[src/pistok_pkg.sv]
// package for the punctuation / identifier / string tokenizer
// holds scan mode codes, token kind codes, character constants and the shared result types
// no dependencies
`timescale 1ns / 1ps
`default_nettype none

package pistok_pkg;

    // scan mode codes
    localparam logic [1:0] MODE_IDLE = 2'd0;
    localparam logic [1:0] MODE_ID   = 2'd1;
    localparam logic [1:0] MODE_STR  = 2'd2;

    // token kind codes
    localparam logic [3:0] KIND_EQUALS  = 4'd0;
    localparam logic [3:0] KIND_LPAREN  = 4'd1;
    localparam logic [3:0] KIND_RPAREN  = 4'd2;
    localparam logic [3:0] KIND_SEMI    = 4'd3;
    localparam logic [3:0] KIND_COMMA   = 4'd4;
    localparam logic [3:0] KIND_UNKNOWN = 4'd5;
    localparam logic [3:0] KIND_ID      = 4'd6;
    localparam logic [3:0] KIND_STRING  = 4'd7;
    localparam logic [3:0] KIND_EOF     = 4'd8;

    // source characters with a meaning of their own
    localparam logic [7:0] CH_NUL     = 8'h00;
    localparam logic [7:0] CH_NEWLINE = 8'h0A;
    localparam logic [7:0] CH_SPACE   = 8'h20;
    localparam logic [7:0] CH_QUOTE   = 8'h22;
    localparam logic [7:0] CH_LPAREN  = 8'h28;
    localparam logic [7:0] CH_RPAREN  = 8'h29;
    localparam logic [7:0] CH_COMMA   = 8'h2C;
    localparam logic [7:0] CH_SEMI    = 8'h3B;
    localparam logic [7:0] CH_EQUALS  = 8'h3D;

    // result queue geometry
    localparam int unsigned Q_DEPTH = 4;
    localparam int unsigned Q_PTR_W = 2;
    localparam int unsigned Q_CNT_W = 3;
    // highest fill count at which a byte is decoded (a byte makes at most two results)
    localparam logic [Q_CNT_W-1:0] Q_ROOM_LIMIT = Q_CNT_W'(Q_DEPTH - 2);

    // one result item
    typedef struct packed {
        logic [3:0] kind;
        logic [7:0] char_out;
        logic       has_char;
        logic       token_start;
        logic       token_end;
        logic       last_of_run;
    } t_result;

    // results made by one byte, in order
    typedef struct packed {
        logic [1:0] count;
        t_result    res0;
        t_result    res1;
    } t_push;

    // full decode outcome for one byte
    typedef struct packed {
        t_push      push;
        logic [1:0] next_mode;
    } t_decode;

endpackage

`default_nettype wire

[src/punctuation_id_string_tokenizer.sv]
// Tokenizer for a byte stream of identifiers, quoted strings and punctuation.
//
// Input channel: i_valid / o_stall with i_byte_in, one source byte per request.
// A zero byte ends the source: any open token is closed, an end-of-file
// result follows, and the next bytes start a fresh source.
// Output channel: o_valid / i_stall with one result per request (kind, char,
// has_char, token start / end marks, last_of_run on the last result of a byte).
// Each byte gives zero, one or two results.
//
// An accepted byte is held in the input register, decoded and written into the
// result queue, whose head drives the outputs. Throughput: one byte per cycle
// while each byte gives at most one result and the receiver does not stall; a
// two-result byte slows the input, as a single output port drains the 4-entry queue.
// The input register holds a byte until the queue has room for two results;
// while the receiver stalls, the head result holds and the queue fills, then
// o_stall rises.
// Reset (synchronous, active low) empties the input register and the queue and
// returns the scan mode to idle.
// depends on pistok_pkg, pistok_decode, pistok_outq
`timescale 1ns / 1ps
`default_nettype none

module punctuation_id_string_tokenizer (
    input  wire logic       i_clk,
    input  wire logic       i_rst_n,
    input  wire logic       i_valid,
    output      logic       o_stall,
    input  wire logic [7:0] i_byte_in,
    output      logic       o_valid,
    input  wire logic       i_stall,
    output      logic [3:0] o_kind,
    output      logic [7:0] o_char_out,
    output      logic       o_has_char,
    output      logic       o_token_start,
    output      logic       o_token_end,
    output      logic       o_last_of_run
);

    logic                r_in_valid;
    logic [7:0]          r_in_byte;
    logic [1:0]          r_mode;
    logic                n_in_valid;
    logic                q_room;
    logic                consume;
    logic                accept;
    pistok_pkg::t_decode dec;
    pistok_pkg::t_result head;

    // input register hand-off
    assign consume    = r_in_valid && q_room;
    assign o_stall    = r_in_valid && !q_room;
    assign accept     = i_valid && !o_stall;
    assign n_in_valid = accept || (r_in_valid && !consume);

    always_ff @(posedge i_clk) begin
        if (!i_rst_n) begin
            r_in_valid <= 1'b0;
        end else begin
            r_in_valid <= n_in_valid;
        end
    end

    always_ff @(posedge i_clk) begin
        if (accept) begin
            r_in_byte <= i_byte_in;
        end
    end

    // scan mode advances when a byte is decoded
    always_ff @(posedge i_clk) begin
        if (!i_rst_n) begin
            r_mode <= pistok_pkg::MODE_IDLE;
        end else if (consume) begin
            r_mode <= dec.next_mode;
        end
    end

    // byte decoder
    pistok_decode u_decode (
        .i_byte (r_in_byte),
        .i_mode (r_mode),
        .o_dec  (dec)
    );

    // result queue
    pistok_outq u_outq (
        .i_clk     (i_clk),
        .i_rst_n   (i_rst_n),
        .i_push_en (consume),
        .i_push    (dec.push),
        .i_pop     (!i_stall),
        .o_room    (q_room),
        .o_valid   (o_valid),
        .o_head    (head)
    );

    // result fields
    assign o_kind        = head.kind;
    assign o_char_out    = head.char_out;
    assign o_has_char    = head.has_char;
    assign o_token_start = head.token_start;
    assign o_token_end   = head.token_end;
    assign o_last_of_run = head.last_of_run;

    // checks
    a_mode_code: assert property (@(posedge i_clk) disable iff (!i_rst_n)
        r_mode != 2'd3)
        else $error("unused scan mode reached");

    a_two_from_open: assert property (@(posedge i_clk) disable iff (!i_rst_n)
        (consume && dec.push.count == 2'd2) |-> (r_mode != pistok_pkg::MODE_IDLE))
        else $error("two results from idle mode");

    a_nul_to_idle: assert property (@(posedge i_clk) disable iff (!i_rst_n)
        (consume && r_in_byte == pistok_pkg::CH_NUL) |=> (r_mode == pistok_pkg::MODE_IDLE))
        else $error("end of source left a token open");

endmodule

`default_nettype wire

[src/pistok_decode.sv]
// per-byte decoder of the tokenizer: maps the current scan mode and one source byte
// to up to two result items and the next scan mode; purely combinational
// depends on pistok_pkg
`timescale 1ns / 1ps
`default_nettype none

module pistok_decode (
    input  wire logic [7:0]          i_byte,
    input  wire logic [1:0]          i_mode,
    output pistok_pkg::t_decode      o_dec
);

    function automatic pistok_pkg::t_result mk_res(
        input logic [3:0] kind,
        input logic [7:0] ch,
        input logic       has,
        input logic       start,
        input logic       stop
    );
        pistok_pkg::t_result r;
        r.kind        = kind;
        r.char_out    = has ? ch : 8'd0;
        r.has_char    = has;
        r.token_start = start;
        r.token_end   = stop;
        r.last_of_run = 1'b0;
        return r;
    endfunction

    logic                alnum;
    logic                idle_hit;
    logic [1:0]          idle_mode;
    pistok_pkg::t_result idle_res;
    pistok_pkg::t_decode dec;

    // ascii letters and digits
    assign alnum = (i_byte >= 8'h30 && i_byte <= 8'h39) ||
                   (i_byte >= 8'h41 && i_byte <= 8'h5A) ||
                   (i_byte >= 8'h61 && i_byte <= 8'h7A);

    // byte handled from idle mode
    always_comb begin
        idle_hit  = 1'b1;
        idle_mode = pistok_pkg::MODE_IDLE;
        idle_res  = '0;
        if (i_byte == pistok_pkg::CH_NUL) begin
            idle_res = mk_res(pistok_pkg::KIND_EOF, 8'd0, 1'b0, 1'b1, 1'b1);
        end else if (i_byte == pistok_pkg::CH_SPACE || i_byte == pistok_pkg::CH_NEWLINE) begin
            idle_hit = 1'b0;
        end else if (i_byte == pistok_pkg::CH_QUOTE) begin
            idle_res  = mk_res(pistok_pkg::KIND_STRING, 8'd0, 1'b0, 1'b1, 1'b0);
            idle_mode = pistok_pkg::MODE_STR;
        end else if (alnum) begin
            idle_res  = mk_res(pistok_pkg::KIND_ID, i_byte, 1'b1, 1'b1, 1'b0);
            idle_mode = pistok_pkg::MODE_ID;
        end else begin
            case (i_byte)
                pistok_pkg::CH_EQUALS: begin
                    idle_res = mk_res(pistok_pkg::KIND_EQUALS, i_byte, 1'b1, 1'b1, 1'b1);
                end
                pistok_pkg::CH_LPAREN: begin
                    idle_res = mk_res(pistok_pkg::KIND_LPAREN, i_byte, 1'b1, 1'b1, 1'b1);
                end
                pistok_pkg::CH_RPAREN: begin
                    idle_res = mk_res(pistok_pkg::KIND_RPAREN, i_byte, 1'b1, 1'b1, 1'b1);
                end
                pistok_pkg::CH_SEMI: begin
                    idle_res = mk_res(pistok_pkg::KIND_SEMI, i_byte, 1'b1, 1'b1, 1'b1);
                end
                pistok_pkg::CH_COMMA: begin
                    idle_res = mk_res(pistok_pkg::KIND_COMMA, i_byte, 1'b1, 1'b1, 1'b1);
                end
                default: begin
                    idle_res = mk_res(pistok_pkg::KIND_UNKNOWN, i_byte, 1'b1, 1'b1, 1'b1);
                end
            endcase
        end
    end

    // mode-dependent result selection
    always_comb begin
        dec = '0;
        case (i_mode)
            pistok_pkg::MODE_STR: begin
                if (i_byte == pistok_pkg::CH_QUOTE) begin
                    dec.push.res0  = mk_res(pistok_pkg::KIND_STRING, 8'd0, 1'b0, 1'b0, 1'b1);
                    dec.push.count = 2'd1;
                    dec.next_mode  = pistok_pkg::MODE_IDLE;
                end else if (i_byte == pistok_pkg::CH_NUL) begin
                    // unterminated string: close it, then end of file
                    dec.push.res0  = mk_res(pistok_pkg::KIND_STRING, 8'd0, 1'b0, 1'b0, 1'b1);
                    dec.push.res1  = idle_res;
                    dec.push.count = 2'd2;
                    dec.next_mode  = pistok_pkg::MODE_IDLE;
                end else begin
                    dec.push.res0  = mk_res(pistok_pkg::KIND_STRING, i_byte, 1'b1, 1'b0, 1'b0);
                    dec.push.count = 2'd1;
                    dec.next_mode  = pistok_pkg::MODE_STR;
                end
            end
            pistok_pkg::MODE_ID: begin
                if (alnum) begin
                    dec.push.res0  = mk_res(pistok_pkg::KIND_ID, i_byte, 1'b1, 1'b0, 1'b0);
                    dec.push.count = 2'd1;
                    dec.next_mode  = pistok_pkg::MODE_ID;
                end else begin
                    // close the identifier, then treat the byte as from idle
                    dec.push.res0  = mk_res(pistok_pkg::KIND_ID, 8'd0, 1'b0, 1'b0, 1'b1);
                    dec.push.res1  = idle_res;
                    dec.push.count = idle_hit ? 2'd2 : 2'd1;
                    dec.next_mode  = idle_mode;
                end
            end
            default: begin
                dec.push.res0  = idle_res;
                dec.push.count = idle_hit ? 2'd1 : 2'd0;
                dec.next_mode  = idle_mode;
            end
        endcase

        // mark the last result of this byte
        if (dec.push.count == 2'd1) begin
            dec.push.res0.last_of_run = 1'b1;
        end
        if (dec.push.count == 2'd2) begin
            dec.push.res1.last_of_run = 1'b1;
        end
    end

    assign o_dec = dec;

endmodule

`default_nettype wire

[src/pistok_outq.sv]
// result queue of the tokenizer: takes up to two results per cycle, hands out one
// per cycle on the output channel, holds the head stable while stalled
// depends on pistok_pkg
`timescale 1ns / 1ps
`default_nettype none

module pistok_outq (
    input  wire logic                 i_clk,
    input  wire logic                 i_rst_n,
    input  wire logic                 i_push_en,
    input  wire pistok_pkg::t_push    i_push,
    input  wire logic                 i_pop,
    output      logic                 o_room,
    output      logic                 o_valid,
    output      pistok_pkg::t_result  o_head
);

    pistok_pkg::t_result               r_mem [pistok_pkg::Q_DEPTH];
    logic [pistok_pkg::Q_PTR_W-1:0]    r_wr_ptr;
    logic [pistok_pkg::Q_PTR_W-1:0]    r_rd_ptr;
    logic [pistok_pkg::Q_CNT_W-1:0]    r_count;
    logic [pistok_pkg::Q_PTR_W-1:0]    n_wr_ptr;
    logic [pistok_pkg::Q_PTR_W-1:0]    n_rd_ptr;
    logic [pistok_pkg::Q_CNT_W-1:0]    n_count;
    logic [pistok_pkg::Q_PTR_W-1:0]    wr_ptr1;
    logic [1:0]                        push_cnt;
    logic                              pop_ok;

    assign push_cnt = i_push_en ? i_push.count : 2'd0;
    assign pop_ok   = i_pop && (r_count != '0);
    assign wr_ptr1  = r_wr_ptr + pistok_pkg::Q_PTR_W'(1);

    // pointer and fill count update
    always_comb begin
        n_wr_ptr = r_wr_ptr + pistok_pkg::Q_PTR_W'(push_cnt);
        n_rd_ptr = r_rd_ptr + pistok_pkg::Q_PTR_W'(pop_ok);
        n_count  = r_count + pistok_pkg::Q_CNT_W'(push_cnt) - pistok_pkg::Q_CNT_W'(pop_ok);
    end

    always_ff @(posedge i_clk) begin
        if (!i_rst_n) begin
            r_wr_ptr <= '0;
            r_rd_ptr <= '0;
            r_count  <= '0;
        end else begin
            r_wr_ptr <= n_wr_ptr;
            r_rd_ptr <= n_rd_ptr;
            r_count  <= n_count;
        end
    end

    // entry storage, no reset needed
    always_ff @(posedge i_clk) begin
        if (push_cnt != 2'd0) begin
            r_mem[r_wr_ptr] <= i_push.res0;
        end
        if (push_cnt == 2'd2) begin
            r_mem[wr_ptr1] <= i_push.res1;
        end
    end

    // head of queue and room for a full byte's worth of results
    assign o_valid = (r_count != '0);
    assign o_head  = r_mem[r_rd_ptr];
    assign o_room  = (r_count <= pistok_pkg::Q_ROOM_LIMIT);

    // checks
    a_count_max: assert property (@(posedge i_clk) disable iff (!i_rst_n)
        r_count <= pistok_pkg::Q_CNT_W'(pistok_pkg::Q_DEPTH))
        else $error("result queue overfilled");

    a_push_room: assert property (@(posedge i_clk) disable iff (!i_rst_n)
        (i_push_en && i_push.count != 2'd0) |-> o_room)
        else $error("results pushed without room");

    a_count_track: assert property (@(posedge i_clk) disable iff (!i_rst_n)
        ($past(i_rst_n) && ((r_wr_ptr - r_rd_ptr) != pistok_pkg::Q_PTR_W'(r_count)))
        |-> (r_count == pistok_pkg::Q_CNT_W'(pistok_pkg::Q_DEPTH)))
        else $error("fill count disagrees with pointers");

endmodule

`default_nettype wire

[config.mk]
export PLATFORM = sky130hd
export DESIGN_NAME = punctuation_id_string_tokenizer
export DESIGN_NICKNAME = d
export VERILOG_FILES = /design/src/pistok_pkg.sv /design/src/punctuation_id_string_tokenizer.sv /design/src/pistok_decode.sv /design/src/pistok_outq.sv
export SDC_FILE = /design/constraint.sdc
export NUM_CORES = 1
export LEC_CHECK = 0
export ABC_AREA = 1
export ABC_CLOCK_PERIOD_IN_PS = 5800
export BUFFER_PORTS_ARGS = -buffer_cell sky130_fd_sc_hd__buf_2
export CORE_ASPECT_RATIO = 0.6
export CORE_UTILIZATION = 60
export DETAILED_ROUTE_END_ITERATION = 8
export HOLD_SLACK_MARGIN = 0.06
export PLACE_DENSITY = 0.86
export SETUP_SLACK_MARGIN = 0.2
export SLEW_MARGIN = 5
export SYNTH_ARGS = -nofsm -noshare
export SYNTH_HDL_FRONTEND = slang
export SYNTH_SLANG_ARGS = --single-unit
[constraint.sdc]
create_clock -name i_clk -period 5.8 [get_ports i_clk]
set_input_delay 0.58 -clock i_clk [delete_from_list [all_inputs] [get_ports i_clk]]
set_output_delay 0.58 -clock i_clk [all_outputs]
set_load 0.005 [all_outputs]
==> impl_metrics.toml <==
[drt]
wire_per_inst_um = 17.6
vias = 3890
drt-total-wl_um = 11600
viasPerCell = 5.89
firstDrtPassIters = 9
postRouteAntennaNets = 0
first_iter_violations = 512
route.detailed.drc = 0

[place]
gp_congestion = 0.967
io_buffers = 29
dpl.hpwl_um = 8190

[clock_tree]
clockRootBuffer = "clkbuf_16"
clkTransAtPathRegs_ps = 60
cts_max_level = 3
cts_buffers = 9
clock_insertion_delay_worst_skew_ps = 340
cts_tree = "built"
clockBufferDepth = 2
cts_setup_buffers = 0
cts-resized-gates = 0
cts_hold_buf = 0
cts_sinks = 82

[timing]
drv_slew = 0
slew-limit-headroom_pct = 30.0
fin_skew_ps = 3.60
hold_viol = 0
fin_crit_sh_pct = 56.2
totalNegativeSetupSlack_ps = 0
finalCriticalPeriod_ps = 3260
setup_viol = 0
rsz0062_at_grt = "false"
tightest_slew_ps = 1050
fmaxAchievable_mhz = 307

[setup_path]
worstPathArrival_ps = 2680
worstSetupStartpointType = "flip-flop"
startpoint = "u_outq.r_rd_ptr[0]"
crit_type = "reg -> out"
critPathCaptureType = "output port"
reg2reg_slack_ps = 2830
rr_startpoint = "r_in_byte[1]"
worstPathRequired_ps = 5220
reg2reg_depth = 11
cp_max_fo = 34

[run]
drv_cap = 0

[yosys]
synthDistinctLibCells = 32
yosysSeqAreaShare_pct = 52.0
synth.cell_area_sq_mm = 0.00455
synth_fp_nets = 550
syn_inst = 530
ys_ff_latch = 82
yosys_warnings = 0
syn_area_per_cell_sq_um = 8.58

[power]
ir_worst_vdd_v = 0.000205
p_leak_nw = 2.12
power.total_mw = 1.91
power.density_mw_per_mm2 = 382

[min_path]
min-delay-path-class = "in -> reg"
worstHoldStart = "i_byte_in[6]"
min_delay_path_depth = 1

[floorplanning]
ioPinCount = 30
core_sq_mm = 0.00730
start_util_pct = 62.3
die-width_um = 114
die_y_um = 69.4
rows = 24
dieArea_sq_mm = 0.00794

[run_status]
status = "finished clean"

[grt]
antenna_found_initial = 0
grt_pass1_vias = 3536
overflow = 0
grt_max_degree = 57
grt_pass1_wl_um = 18300
grtUsageTotal_pct = 31.3

[final_layout]
diodes = 0
final_core_util_pct = 68.4
layout-drive-gt1-share_pct = 12.2
syn_to_final_growth_pct = 9.88
nNetsFinal = 571
[cell families (layout without fill, tap and decap cells)]
family | count (synthesis) | after routing | share of synthesized area, %
xor gates and xnor gates | 4 | 4 | 0.771
DFF | 82 | 82 | 52.0
adders and majority gates | 8 | 8 | 2.37
buffers and inverters | 60 | 86 | 6.30
and+or+nand+nor | 307 | 307 | 30.4
AOI/OAI and AO/OA | 69 | 69 | 8.23
[placed cells by master, fill, tap and decap left out, types with 4 or more instances in the layout]
| master | synthesis | layout |
|---|---|---|
| nand2_1 | 139 | 139 |
| nand3_1 | 74 | 74 |
| edfxtp_1 | 72 | 72 |
| nor2_1 | 70 | 70 |
| o21ai_0 | 41 | 41 |
| inv_1 | 33 | 33 |
| buf_2 | 4 | 29 |
| o22ai_1 | 16 | 16 |
| dfxtp_1 | 10 | 10 |
| clkbuf_16 | 0 | 9 |
| a21oi_1 | 7 | 7 |
| ha_1 | 7 | 7 |
| nor2_4 | 4 | 4 |
| nand2_2 | 4 | 4 |
| inv_2 | 4 | 4 |
| nand2_4 | 4 | 4 |
| nand4_1 | 4 | 4 |
[layout make-up]
type	count	area, sq um
inverter	38	143
sequential	82	2360
tap	104	130
multi-input combinational	388	1900
timing repair buffer	32	168
fill	589	2300
clock inverter	6	66.3
clock buffer	10	229
[cell usage after synthesis (all sizes together)]
library cell	instances	area share [%]
edfxtp	72	48
inv	37	3.1
dfxtp	10	4.4
nand2	147	13
xnor2	3	0.58
o211a	1	0.22
buf	10	2.2
ha	7	1.9
nand3	78	9.4
nor2	75	6.9
nand4	5	0.83
xor2	1	0.19
a21oi	7	0.77
o21ai	42	4.6
nor3	1	0.11
clkbuf	12	0.99
fa	1	0.44
o22ai	16	2.2
clkinv	1	0.082
a31oi	3	0.41
and3	1	0.14
[critical path, cell delays in order, from the launching register on]
cell and delay [ps]:
dfxtp_1 990, inv_1 680, o21ai_0 390, o22ai_1 120, buf_2 140
[sequential cells by signal (all words and copies together) (netlist names)]
name	cells
u_outq.r_count	3
u_outq.r_mem	64
u_outq.r_rd_ptr	2
r_mode	2
r_in_byte	8
r_in_valid	1
u_outq.r_wr_ptr	2
[metrics by stage]
| step | hold slack, ps | cells | cell area, sq um | setup WS (ps) |
|---|---|---|---|---|
| 2_1_floorplan | 529 | 530 | 4550 | 3510 |
| 3_3_place_gp | 556 | 644 | 4700 | 2930 |
| 3_5_place_dp | 561 | 644 | 4700 | 2930 |
| 4_1_cts | 407 | 660 | 4990 | 2560 |
| 5_1_grt | 407 | 660 | 4990 | 2350 |
| 6_report | 411 | 660 | 4990 | 2540 |
[power breakdown]
group	internal, mW	total (mW)	switching, mW	leakage (nW)
Sequential	0.727	0.790	0.0626	0.731
Clock	0.335	0.573	0.237	0.142
Combinational	0.190	0.548	0.358	1.25
Total	1.25	1.91	0.658	2.12
[routing by layer]
metal / vias to the layer above / share of wire, % / track usage [%]
met1: 1746 / 44 / 46.6
met3: 35 / 13 / 9.62
li1: 1850 / - / -
met5: - / 0 / 0
met2: 259 / 40 / 43.0
met4: 0 / 2.4 / 11.5
[final timing paths]
check	end
max	o_kind[0]
min reg2reg	r_mode[0]
min	r_in_byte[6]
max reg2reg	u_outq.r_mem[3][0]
No activity file was read; power rests on OpenSTA's default activity.
